## src/hw/rtl/tspfb_pkg.sv

```systemverilog
// shared types, constants and helpers for the tcp syn probe frame builder
package tspfb_pkg;

	localparam int unsigned IndexWidth = 3;
	localparam int unsigned PosWidth   = 5;
	localparam int unsigned SumWidth   = 20;

	localparam logic [PosWidth-1:0] LastWord = 5'd26;

	localparam logic [15:0] EthTypeIpv4 = 16'h0800;
	localparam logic [15:0] IpVerIhl    = 16'h4500;
	localparam logic [15:0] IpFlagsDf   = 16'h4000;
	localparam logic [15:0] IpTtlProto  = 16'h2806;
	localparam logic [15:0] IpBaseLen   = 16'd40;
	localparam logic [15:0] TcpOffSyn   = 16'h5002;
	localparam logic [15:0] TcpWindow   = 16'd8196;
	localparam logic [15:0] Mask16      = 16'hffff;

	typedef enum logic [IndexWidth-1:0] {
		RegSourceMac     = 3'd0,
		RegRouterMac     = 3'd1,
		RegSourceIp      = 3'd2,
		RegLocalPort     = 3'd3,
		RegPayloadLength = 3'd4
	} cfg_reg_t;

	typedef struct packed {
		logic [47:0] source_mac;
		logic [47:0] router_mac;
		logic [31:0] source_ip;
		logic [15:0] local_port;
		logic [15:0] payload_length;
	} cfg_t;

	typedef struct packed {
		logic [31:0] dest_ip;
		logic [15:0] ident;
		logic [15:0] probe_port;
		logic [15:0] csum;
	} job_t;

	function automatic logic [15:0] total_length(input logic [15:0] payload_length);
		total_length = IpBaseLen + payload_length;
	endfunction

endpackage

```

## src/hw/rtl/tspfb_front.sv

```systemverilog
// request intake and ipv4 header checksum
module tspfb_front (
	input  logic                clk,
	input  logic                arst_n,
	input  logic                push,
	output logic                full,
	input  logic [31:0]         dest_ip,
	input  logic [15:0]         ident,
	input  logic [15:0]         probe_port,
	input  tspfb_pkg::cfg_t     cfg,
	output logic                q_push,
	output tspfb_pkg::job_t     q_data,
	input  logic                q_full
);

	logic        valid_s1;
	logic [31:0] dest_ip_s1;
	logic [15:0] ident_s1;
	logic [15:0] probe_port_s1;
	logic [17:0] psum_s1;
	logic        load;
	logic [tspfb_pkg::SumWidth-1:0] acc;
	logic [16:0] fold1;
	logic [15:0] fold2;

	assign full   = valid_s1 & q_full;
	assign load   = push & ~full;
	assign q_push = valid_s1 & ~q_full;

	always_ff @(posedge clk or negedge arst_n) begin
		if (!arst_n) begin
			valid_s1 <= 1'b0;
		end else begin
			valid_s1 <= load | (valid_s1 & q_full);
		end
	end

	always_ff @(posedge clk) begin
		if (load) begin
			dest_ip_s1    <= dest_ip;
			ident_s1      <= ident;
			probe_port_s1 <= probe_port;
			psum_s1       <= {2'b00, dest_ip[31:16]} + {2'b00, dest_ip[15:0]}
				+ {2'b00, ident};
		end
	end

	// one's-complement sum of the ten header words, checksum word taken as zero
	always_comb begin
		acc = {2'b00, psum_s1}
			+ {4'h0, tspfb_pkg::IpVerIhl}
			+ {4'h0, tspfb_pkg::IpFlagsDf}
			+ {4'h0, tspfb_pkg::IpTtlProto}
			+ {4'h0, tspfb_pkg::total_length(cfg.payload_length)}
			+ {4'h0, cfg.source_ip[31:16]}
			+ {4'h0, cfg.source_ip[15:0]};
		fold1 = {13'd0, acc[19:16]} + {1'b0, acc[15:0]};
		fold2 = fold1[15:0] + {15'd0, fold1[16]};
	end

	always_comb begin
		q_data.dest_ip    = dest_ip_s1;
		q_data.ident      = ident_s1;
		q_data.probe_port = probe_port_s1;
		q_data.csum       = ~fold2 & tspfb_pkg::Mask16;
	end

endmodule

```

## src/hw/rtl/tspfb_fifo.sv

```systemverilog
// two-entry job queue between front and back end
module tspfb_fifo (
	input  logic            clk,
	input  logic            arst_n,
	input  logic            wr,
	input  tspfb_pkg::job_t wdata,
	output logic            full,
	input  logic            rd,
	output tspfb_pkg::job_t rdata,
	output logic            empty
);

	tspfb_pkg::job_t ent0_q;
	tspfb_pkg::job_t ent1_q;
	logic            wr_ptr_q;
	logic            rd_ptr_q;
	logic [1:0]      count_q;
	logic            do_wr;
	logic            do_rd;

	assign full  = count_q == 2'd2;
	assign empty = count_q == 2'd0;
	assign do_wr = wr & ~full;
	assign do_rd = rd & ~empty;
	assign rdata = rd_ptr_q ? ent1_q : ent0_q;

	always_ff @(posedge clk or negedge arst_n) begin
		if (!arst_n) begin
			wr_ptr_q <= 1'b0;
			rd_ptr_q <= 1'b0;
			count_q  <= 2'd0;
		end else begin
			if (do_wr) begin
				wr_ptr_q <= ~wr_ptr_q;
			end
			if (do_rd) begin
				rd_ptr_q <= ~rd_ptr_q;
			end
			case ({do_wr, do_rd})
				2'b10:   count_q <= count_q + 2'd1;
				2'b01:   count_q <= count_q - 2'd1;
				default: count_q <= count_q;
			endcase
		end
	end

	always_ff @(posedge clk) begin
		if (do_wr && !wr_ptr_q) begin
			ent0_q <= wdata;
		end
		if (do_wr && wr_ptr_q) begin
			ent1_q <= wdata;
		end
	end

endmodule

```

## src/hw/rtl/tspfb_back.sv

```systemverilog
// header word serializer with output register
module tspfb_back (
	input  logic                clk,
	input  logic                arst_n,
	input  tspfb_pkg::cfg_t     cfg,
	input  tspfb_pkg::job_t     q_data,
	input  logic                q_empty,
	output logic                q_pop,
	output logic [15:0]         frame_word,
	output logic                last_word,
	output logic                empty,
	input  logic                pop
);

	tspfb_pkg::job_t                job_q;
	logic                           busy_q;
	logic [tspfb_pkg::PosWidth-1:0] pos_q;
	logic                           out_valid_q;
	logic [15:0]                    word_q;
	logic                           last_q;
	logic                           advance;
	logic                           at_last;
	logic                           take;
	logic [15:0]                    word;

	assign advance = ~out_valid_q | pop;
	assign at_last = pos_q == tspfb_pkg::LastWord;
	assign take    = ~q_empty & (~busy_q | (advance & at_last));
	assign q_pop   = take;

	always_comb begin
		case (pos_q)
			5'd0:    word = cfg.router_mac[47:32];
			5'd1:    word = cfg.router_mac[31:16];
			5'd2:    word = cfg.router_mac[15:0];
			5'd3:    word = cfg.source_mac[47:32];
			5'd4:    word = cfg.source_mac[31:16];
			5'd5:    word = cfg.source_mac[15:0];
			5'd6:    word = tspfb_pkg::EthTypeIpv4;
			5'd7:    word = tspfb_pkg::IpVerIhl;
			5'd8:    word = tspfb_pkg::total_length(cfg.payload_length);
			5'd9:    word = job_q.ident;
			5'd10:   word = tspfb_pkg::IpFlagsDf;
			5'd11:   word = tspfb_pkg::IpTtlProto;
			5'd12:   word = job_q.csum;
			5'd13:   word = cfg.source_ip[31:16];
			5'd14:   word = cfg.source_ip[15:0];
			5'd15:   word = job_q.dest_ip[31:16];
			5'd16:   word = job_q.dest_ip[15:0];
			5'd17:   word = cfg.local_port;
			5'd18:   word = job_q.probe_port;
			5'd23:   word = tspfb_pkg::TcpOffSyn;
			5'd24:   word = tspfb_pkg::TcpWindow;
			default: word = 16'h0000;
		endcase
	end

	always_ff @(posedge clk or negedge arst_n) begin
		if (!arst_n) begin
			busy_q      <= 1'b0;
			pos_q       <= '0;
			out_valid_q <= 1'b0;
		end else begin
			if (advance) begin
				out_valid_q <= busy_q;
			end
			if (take) begin
				busy_q <= 1'b1;
				pos_q  <= '0;
			end else if (advance && busy_q) begin
				if (at_last) begin
					busy_q <= 1'b0;
					pos_q  <= '0;
				end else begin
					pos_q <= pos_q + 5'd1;
				end
			end
		end
	end

	always_ff @(posedge clk) begin
		if (take) begin
			job_q <= q_data;
		end
		if (advance && busy_q) begin
			word_q <= word;
			last_q <= at_last;
		end
	end

	assign frame_word = word_q;
	assign last_word  = last_q;
	assign empty      = ~out_valid_q;

`ifndef SYNTH
	a_pos_range: assert property (@(posedge clk) disable iff (!arst_n)
		busy_q |-> pos_q <= tspfb_pkg::LastWord)
		else $error("word position past end of frame");

	a_idle_pos: assert property (@(posedge clk) disable iff (!arst_n)
		!busy_q |-> pos_q == '0)
		else $error("word position not cleared while idle");

	a_last_flag: assert property (@(posedge clk) disable iff (!arst_n)
		(advance && busy_q && at_last) |=> (out_valid_q && last_q))
		else $error("final word not flagged");

	a_mid_flag: assert property (@(posedge clk) disable iff (!arst_n)
		(advance && busy_q && !at_last) |=> (out_valid_q && !last_q))
		else $error("inner word flagged as last");
`endif

endmodule

```

## src/hw/rtl/tcp_syn_probe_frame_builder_core.sv

```systemverilog
// top level of the tcp syn probe frame builder
// Each accepted request yields 27 header words (Ethernet, IPv4 with its
// header checksum, TCP SYN), one word per cycle while pop keeps up, the
// last one flagged by last_word. Sustained rate is set by the back end's
// one-word-per-cycle serializer; the front end computes the checksum and
// holds up to three further requests (one in its checksum stage, two in a
// queue), so push is taken while a frame is still being sent. From idle, a
// taken request passes the checksum stage, the queue, the back-end job
// register and the output register before its first word appears. The
// user must write configuration via cfg_we/cfg_index/cfg_data only while
// the block is idle, which it does not enforce; unknown indices are ignored.
module tcp_syn_probe_frame_builder_core (
	input  logic        clk,
	input  logic        arst_n,
	input  logic        cfg_we,
	input  logic [2:0]  cfg_index,
	input  logic [47:0] cfg_data,
	input  logic        push,
	output logic        full,
	input  logic [31:0] dest_ip,
	input  logic [15:0] ident,
	input  logic [15:0] probe_port,
	output logic        empty,
	input  logic        pop,
	output logic [15:0] frame_word,
	output logic        last_word
);

	tspfb_pkg::cfg_t cfg_q;
	tspfb_pkg::job_t fq_wdata;
	tspfb_pkg::job_t fq_rdata;
	logic            fq_wr;
	logic            fq_full;
	logic            fq_rd;
	logic            fq_empty;

	always_ff @(posedge clk or negedge arst_n) begin
		if (!arst_n) begin
			cfg_q <= '0;
		end else if (cfg_we) begin
			case (tspfb_pkg::cfg_reg_t'(cfg_index))
				tspfb_pkg::RegSourceMac:     cfg_q.source_mac     <= cfg_data;
				tspfb_pkg::RegRouterMac:     cfg_q.router_mac     <= cfg_data;
				tspfb_pkg::RegSourceIp:      cfg_q.source_ip      <= cfg_data[31:0];
				tspfb_pkg::RegLocalPort:     cfg_q.local_port     <= cfg_data[15:0];
				tspfb_pkg::RegPayloadLength: cfg_q.payload_length <= cfg_data[15:0];
				default: begin
				end
			endcase
		end
	end

	tspfb_front u_front (
		.clk        (clk),
		.arst_n     (arst_n),
		.push       (push),
		.full       (full),
		.dest_ip    (dest_ip),
		.ident      (ident),
		.probe_port (probe_port),
		.cfg        (cfg_q),
		.q_push     (fq_wr),
		.q_data     (fq_wdata),
		.q_full     (fq_full)
	);

	tspfb_fifo u_fifo (
		.clk    (clk),
		.arst_n (arst_n),
		.wr     (fq_wr),
		.wdata  (fq_wdata),
		.full   (fq_full),
		.rd     (fq_rd),
		.rdata  (fq_rdata),
		.empty  (fq_empty)
	);

	tspfb_back u_back (
		.clk        (clk),
		.arst_n     (arst_n),
		.cfg        (cfg_q),
		.q_data     (fq_rdata),
		.q_empty    (fq_empty),
		.q_pop      (fq_rd),
		.frame_word (frame_word),
		.last_word  (last_word),
		.empty      (empty),
		.pop        (pop)
	);

endmodule
```

## config.mk

```make
export PLATFORM = sky130hd
export DESIGN_NAME = tcp_syn_probe_frame_builder_core
export DESIGN_NICKNAME = d
export VERILOG_FILES = /design/src/hw/rtl/tspfb_pkg.sv /design/src/hw/rtl/tspfb_front.sv /design/src/hw/rtl/tspfb_fifo.sv /design/src/hw/rtl/tspfb_back.sv /design/src/hw/rtl/tcp_syn_probe_frame_builder_core.sv
export SDC_FILE = /design/constraint.sdc
export NUM_CORES = 1
export LEC_CHECK = 0
export BUFFER_PORTS_ARGS = -buffer_cell sky130_fd_sc_hd__clkbuf_2
export CAP_MARGIN = 20
export CORE_MARGIN = 5
export CORE_UTILIZATION = 55
export DETAILED_ROUTE_END_ITERATION = 12
export MAX_ROUTING_LAYER = met4
export PLACE_DENSITY = 0.77
export SETUP_SLACK_MARGIN = 0.4
export SLEW_MARGIN = 40
export SYNTH_ARGS = -nofsm -noshare
export SYNTH_HDL_FRONTEND = slang
export SYNTH_SLANG_ARGS = --single-unit
```

## constraint.sdc

```tcl
create_clock -name clk -period 16.8 [get_ports clk]
set_clock_uncertainty 0.05 [all_clocks]
set_input_delay 3.36 -clock clk [delete_from_list [all_inputs] [get_ports clk]]
set_output_delay 3.36 -clock clk [all_outputs]
set_load 0.005 [all_outputs]
```

==> impl_metrics.csv, run 1 <==
group,metric,value,unit
outcome,run_status,"complete, no violations",
clock_network,cts_setup_buffers,0,
yosys,syn_inst,1571,
routing,avgViaCountPerCell,6.09,
timing,slew_headroom,0.463,
placed_design,gp_congestion,0.947,
grt,grt_pass1_vias,14800,
floorplan,chipWidth,215,microns
clock_network,post_cts.resized_instances,0,
yosys,post_synth_most_frequent_cells,"edfxtp_1, mux2_2, dfrtp_1, inv_1, ha_1",
clock_network,clockBufferDepth,3,
timing,setup_viol,0,
yosys,synth_seq_area_share,0.627,
timing,finalWorstPathRequiredPeriod,8.20,ns
clock_network,tritoncts_clock_tree,"done",
setup_path,path_common_cell,"o21ai_0",
yosys,synth.yosys.warnings,0,
finish,layout-drive-gt1-share,0.286,
floorplan,floorplan.io_pins,139,
yosys,synth_area_leader_cell,"edfxtp_1",
setup_path,cp_data_arrival_time,8.49,ns
run,drv.max_cap_violation_count,0,
routing,drt.antenna.violating_nets,0,
yosys,count_of_flip_flops_with_a_built_in_enable_after_synthesis,339,
setup_path,crit_required,17.10,ns
floorplan,fp.dieArea,46200,sq um
timing,tns,0,ns
routing,detail_route.wl_per_cell,25.4,microns
hold_path,worstHoldPathType,"flop to flop",
clock_network,htree_levels,2,
routing,drt_pass1_iterations,6,
clock_network,cts-root-buf,"clkbuf_16",
routing,detail_route.iter0.violations,1408,
routing,routed-via-count,14100,
finish,num-nets-final,1979,
yosys,syn-cell-area,23100,sq um
grt,grt_start_max_net_pins,106,
clock_network,clk_transition_reported_paths,0.07,ns
yosys,most_frequently_used_flop_master_after_synthesis,"edfxtp_1",
finish,n_fill_cell,2961,
timing,tightestPinTransition,0.805,ns
yosys,synth-async-reset-ratio,0.337,
floorplan,core_area,41800,sq um
placed_design,port_buffers,138,
grt,number_of_antenna_violations_at_the_first_check_in_global_routing,1,
timing,timing.final.crit_share,0.488,
clock_network,cts-hold-fix-buffers,0,
timing,rsz0062_at_grt,"no",
yosys,synth.top_cell.area_share,0.440,
timing,slew_viol_final,0,
routing,drc_errors,0,
setup_path,endpoint_kind,"flop",
yosys,synthTopCellsByArea,"edfxtp_1, dfrtp_1, mux2_2",
floorplan,effective_utilization_at_floorplan,0.554,
yosys,synthesis.area_per_instance,14.7,sq um
floorplan,dieHeight,215,microns
setup_path,path_max_fanout,6,
grt,grt.total_usage,0.264,
clock_network,cts_inserted_buffers,49,
setup_path,critical-path-slowest-cell,"fa_1",
setup_path,cpPeakStageDelay,0.57,ns
setup_path,timing_worst_setup_path_type,"flop to flop",
routing,detail_route.wirelength,59000,microns
clock_network,clock_latency,0.61,ns
timing,achievable-frequency,0.122,GHz
clock_network,cts.sinks,511,
yosys,ys_ff_latch,511,
finish,area.growth.synth_to_final,13.7,%
yosys,synth_cell_types,63,
setup_path,crit_path_start_kind,"flop",
timing,hold_violations,0,
grt,grt_first_pass_wirelength,90000,microns
yosys,post-synth-top-count-cell,"edfxtp_1",
floorplan,core.rowCount,75,
placed_design,dp_hpwl,41300,microns
grt,grt-ovfl-total,0,
yosys,syn_nets,1808,
==> per-layer routing <==
layer	GRT usage	routed length, microns	vias to the layer above
li1	-	-	6269
met1	0.351	24000	7078
met2	0.404	27400	659
met3	0.0611	5320	143
met4	0.0952	2270	0
met5	-	0	-
==> area by class of cell <==
| type | instances | area, sq um | area share |
|---|---|---|---|
| Antenna cell | 1 | 2.50 | 0.0000952 |
| Clock buffer | 62 | 1330 | 0.0504 |
| Clock inverter | 29 | 307 | 0.0117 |
| Inverter | 84 | 315 | 0.0120 |
| Multi-Input combinational cell | 930 | 8240 | 0.313 |
| Sequential cell | 511 | 14500 | 0.551 |
| Tap cell | 539 | 674 | 0.0257 |
| Timing Repair Buffer | 166 | 940 | 0.0357 |
==> final timing paths <==
check	startpoint	to	slack, ns	cells past startpoint
setup / recovery	cfg_q[5]	u_fifo.ent0_q[15]	8.60	32
hold / removal	u_front.dest_ip_s1[5]	u_fifo.ent1_q[53]	0.39	0
setup reg to reg	cfg_q[5]	u_fifo.ent0_q[15]	8.60	32
hold reg to reg	u_front.dest_ip_s1[5]	u_fifo.ent1_q[53]	0.39	0
max in group asynchronous	arst_n	cfg_q[100]	12.78	3
min in group asynchronous	arst_n	u_back.out_valid_q	2.59	1
==> worst max-delay path, delay by kind of cell (launching register included) <==
kind	cells	cell delay, ns
compound gates	10	2.35
buf+inv	2	0.13
xor+xnor	3	0.46
fa+ha+maj	5	1.83
flops	1	0.43
simple gates	12	2.69
==> registers in the layout, indices dropped and copies added (netlist names) <==
register / count
cfg_q: 160
u_back.busy_q: 1
u_back.frame_word: 16
u_back.job_q: 80
u_back.last_word: 1
u_back.out_valid_q: 1
u_back.pos_q: 5
u_fifo.count_q: 2
u_fifo.ent0_q: 80
u_fifo.ent1_q: 80
u_fifo.rd_ptr_q: 1
u_fifo.wr_ptr_q: 1
u_front.dest_ip_s1: 32
u_front.ident_s1: 16
u_front.probe_port_s1: 16
u_front.psum_s1: 18
u_front.valid_s1: 1
==> logic make-up after synthesis <==
kind of cell / after synthesis / share of synthesized area
flip-flops: 511 / 0.627
multiplexers: 233 / 0.113
AO/OA/AOI/OAI: 258 / 0.0800
AND/OR/NAND/NOR: 236 / 0.0518
adder cells (fa/ha/maj): 117 / 0.0747
buffers and inverters: 130 / 0.0211
XOR/XNOR: 86 / 0.0326
==> per-stage QoR <==
step                instance area (sq um)   util  setup slack, ns  hold WS, ns  std cells
floorplan                           23100      -             9.55        0.371       1571
global placement                    24600  0.589             8.92        0.374       2228
detailed placement                  24600  0.590             8.71        0.380       2229
CTS                                 26300  0.629             8.69        0.394       2320
global route                        26300  0.630             8.00        0.410       2322
finish                              26300  0.630             8.60        0.394       2322
==> cell usage in the layout, fill, tap and decap left out, drive strengths merged, types with 17 or more instances in the layout <==
cell	netlist	layout
clkbuf	42	199
nand2	63	63
a21oi	44	44
and3	17	17
o21ai	49	49
xnor2	56	56
dfrtp	172	172
buf	4	29
mux2	229	229
inv	84	88
fa	35	35
nor2	54	54
nand3	29	29
edfxtp	339	339
a222oi	21	21
a221oi	20	20
nor3	18	18
xor2	30	30
ha	82	82
a22oi	40	40
clkinv	0	18
Power of run 1 is left out: the tool's default activity adds up to more than one toggle a clock period on the data nets, which glitch-free logic cannot reach.
==> run 2: changes to the inputs <==
--- a/config.mk
+++ b/config.mk
@@ -11,7 +11,7 @@
 export CORE_UTILIZATION = 55
 export DETAILED_ROUTE_END_ITERATION = 12
 export MAX_ROUTING_LAYER = met4
-export PLACE_DENSITY = 0.77
+export PLACE_DENSITY = 0.8
 export SETUP_SLACK_MARGIN = 0.4
 export SLEW_MARGIN = 40
 export SYNTH_ARGS = -nofsm -noshare
==> constraint.sdc (replaced) <==
create_clock -name clk -period 7.41 [get_ports clk]
set_clock_uncertainty 0.05 [all_clocks]
set_input_delay 1.482 -clock clk [delete_from_list [all_inputs] [get_ports clk]]
set_output_delay 1.482 -clock clk [all_outputs]
set_load 0.005 [all_outputs]
==> run 2 against run 1 <==
Against the previous run:
- sequential cell count stayed put
- non-clock buffer count rose by 28
- worst setup slack lost 8.3 ns
- maximum frequency increased by 16%
- sequential share of layout area shrank 1.1 points
- count of clock-buffer cells in the layout rose by 4
- critical path type unchanged
- design area grew 2.0%
- wire length up 1.3%
==> impl_metrics.csv, run 2 (synthesis gave the netlist of run 1 again) <==
group,metric,value,unit
finish,area.growth.synth_to_final,16.0,%
clock_network,clockBufferDepth,3,
placed_design,pre_cts_slack,-0.0745,ns
routing,detail_route.wirelength,59700,microns
finish,num-nets-final,2008,
outcome,run_status,"complete, no violations",
floorplan,fp.dieArea,46200,sq um
routing,drt_pass1_iterations,7,
timing,timing.final.crit_share,0.957,
setup_path,critical-path-slowest-cell,"fa_1",
finish,max_flop_register,"cfg_q",
finish,layout-drive-gt1-share,0.323,
timing,rsz0062_at_grt,"yes",
setup_path,ff2ff_setup_slack,0.32,ns
placed_design,port_buffers,138,
routing,routed-via-count,14400,
clock_network,clk_transition_reported_paths,0.06,ns
setup_path,path_max_fanout,3,
floorplan,core.rowCount,75,
setup_path,timing_worst_setup_path_type,"flop to flop",
timing,final.setup.worst_slack,0.317,ns
routing,drc_errors,0,
timing,slew_headroom,0.346,
finish,layout.cells.most_common_list,"edfxtp_1, mux2_2, dfrtp_1",
finish,final_common_cell,"edfxtp_1",
finish,layout.core_utilization,0.642,
timing,hold_violations,0,
clock_network,cts.sinks,511,
timing,setup_viol,0,
finish,final_cells,2356,
grt,grt_pass1_vias,14600,
timing,achievable-frequency,0.141,GHz
grt,grt-ovfl-total,0,
placed_design,dp_hpwl,42200,microns
clock_network,htree_levels,2,
grt,grt_first_pass_wirelength,89300,microns
setup_path,cp_data_arrival_time,7.38,ns
routing,drt.antenna.violating_nets,0,
floorplan,core_area,41800,sq um
setup_path,cpPeakStageDelay,0.48,ns
grt,grt.total_usage,0.263,
clock_network,tritoncts_clock_tree,"done",
timing,tightestPinTransition,0.974,ns
timing,slew_viol_final,0,
finish,largest_register_ff_count,160,
run,drv.max_cap_violation_count,0,
setup_path,endpoint_kind,"flop",
clock_network,cts_inserted_buffers,50,
routing,avgViaCountPerCell,6.10,
setup_path,crit_required,7.69,ns
clock_network,cts-hold-fix-buffers,0,
floorplan,effective_utilization_at_floorplan,0.554,
clock_network,cts-root-buf,"clkbuf_16",
setup_path,crit_path_start_kind,"flop",
hold_path,worstHoldPathType,"flop to flop",
floorplan,dieHeight,215,microns
routing,detail_route.iter0.violations,2054,
routing,detail_route.wl_per_cell,25.3,microns
floorplan,floorplan.io_pins,139,
grt,number_of_antenna_violations_at_the_first_check_in_global_routing,4,
timing,finalWorstPathRequiredPeriod,7.09,ns
grt,grt_start_max_net_pins,67,
clock_network,clock_latency,0.61,ns
placed_design,gp_congestion,0.978,
floorplan,chipWidth,215,microns
placed_design,numPlacedInstances,2234,
[run 2: cell types whose count changed in the layout (fill, tap and decap cells not counted), sizes merged]
cell,change
clkbuf,+4
inv,-3
bufinv,-2
buf,+28
diode,+4
clkinv,+1
clkinvlp,+2
[run 2: layout make-up]
cell class	count	area (sq um)
diodes	5	12.5
clock buffers	66	1360
clock inverters	27	254
fillers	2942	14900
inverters	84	315
multi-input cells	930	8550
flip-flops and latches	511	14500
well taps	539	674
repair buffers	194	1160
[run 2: metal layers]
layer	vias to the layer above	wire length (microns)	global-route usage
met2	683	27000	0.389
met5	-	0	-
li1	6351	-	-
met3	166	5520	0.0532
met1	7172	24200	0.357
met4	0	2990	0.119
[run 2: metrics by stage]
step                      area [sq um]  hold slack [ns]  setup TNS, ns
after floorplan                  23100            0.371              0
after global placement           24700            0.375              0
after detailed placement         24700            0.380         -0.434
after CTS                        26500            0.379              0
after global routing             26800            0.405         -0.352
final                            26800            0.373              0
[run 2: final timing paths]
path                                         from                 to  cells past startpoint
max reg2reg                    u_front.psum_s1[8]  u_fifo.ent0_q[15]                     31
max                            u_front.psum_s1[8]  u_fifo.ent0_q[15]                     31
min in group asynchronous                  arst_n          cfg_q[60]                      1
min                        u_front.dest_ip_s1[23]  u_fifo.ent0_q[71]                      0
min reg2reg                u_front.dest_ip_s1[23]  u_fifo.ent0_q[71]                      0
max in group asynchronous                  arst_n          cfg_q[96]                      2
[run 2: what timing repair did]
| action | CTS | global route |
|---|---|---|
| gates cloned | 0 | 0 |
| resized for setup | 15 | 50 |
| buffers inserted | 12 | 12 |
| endpoints found under the setup margin | 22 | 24 |
| pin swaps | 8 | 38 |
[run 2: critical path, delay by kind of cell (launching register included)]
family | cells | cell delay [ns]
flip-flops | 1 | 0.46
buffers and inverters | 3 | 0.28
AND/OR/NAND/NOR | 13 | 2.39
XOR/XNOR | 2 | 0.31
AO/OA/AOI/OAI | 6 | 1.03
adder cells (fa/ha/maj) | 7 | 2.30
Power of run 2 is left out for the same reason.
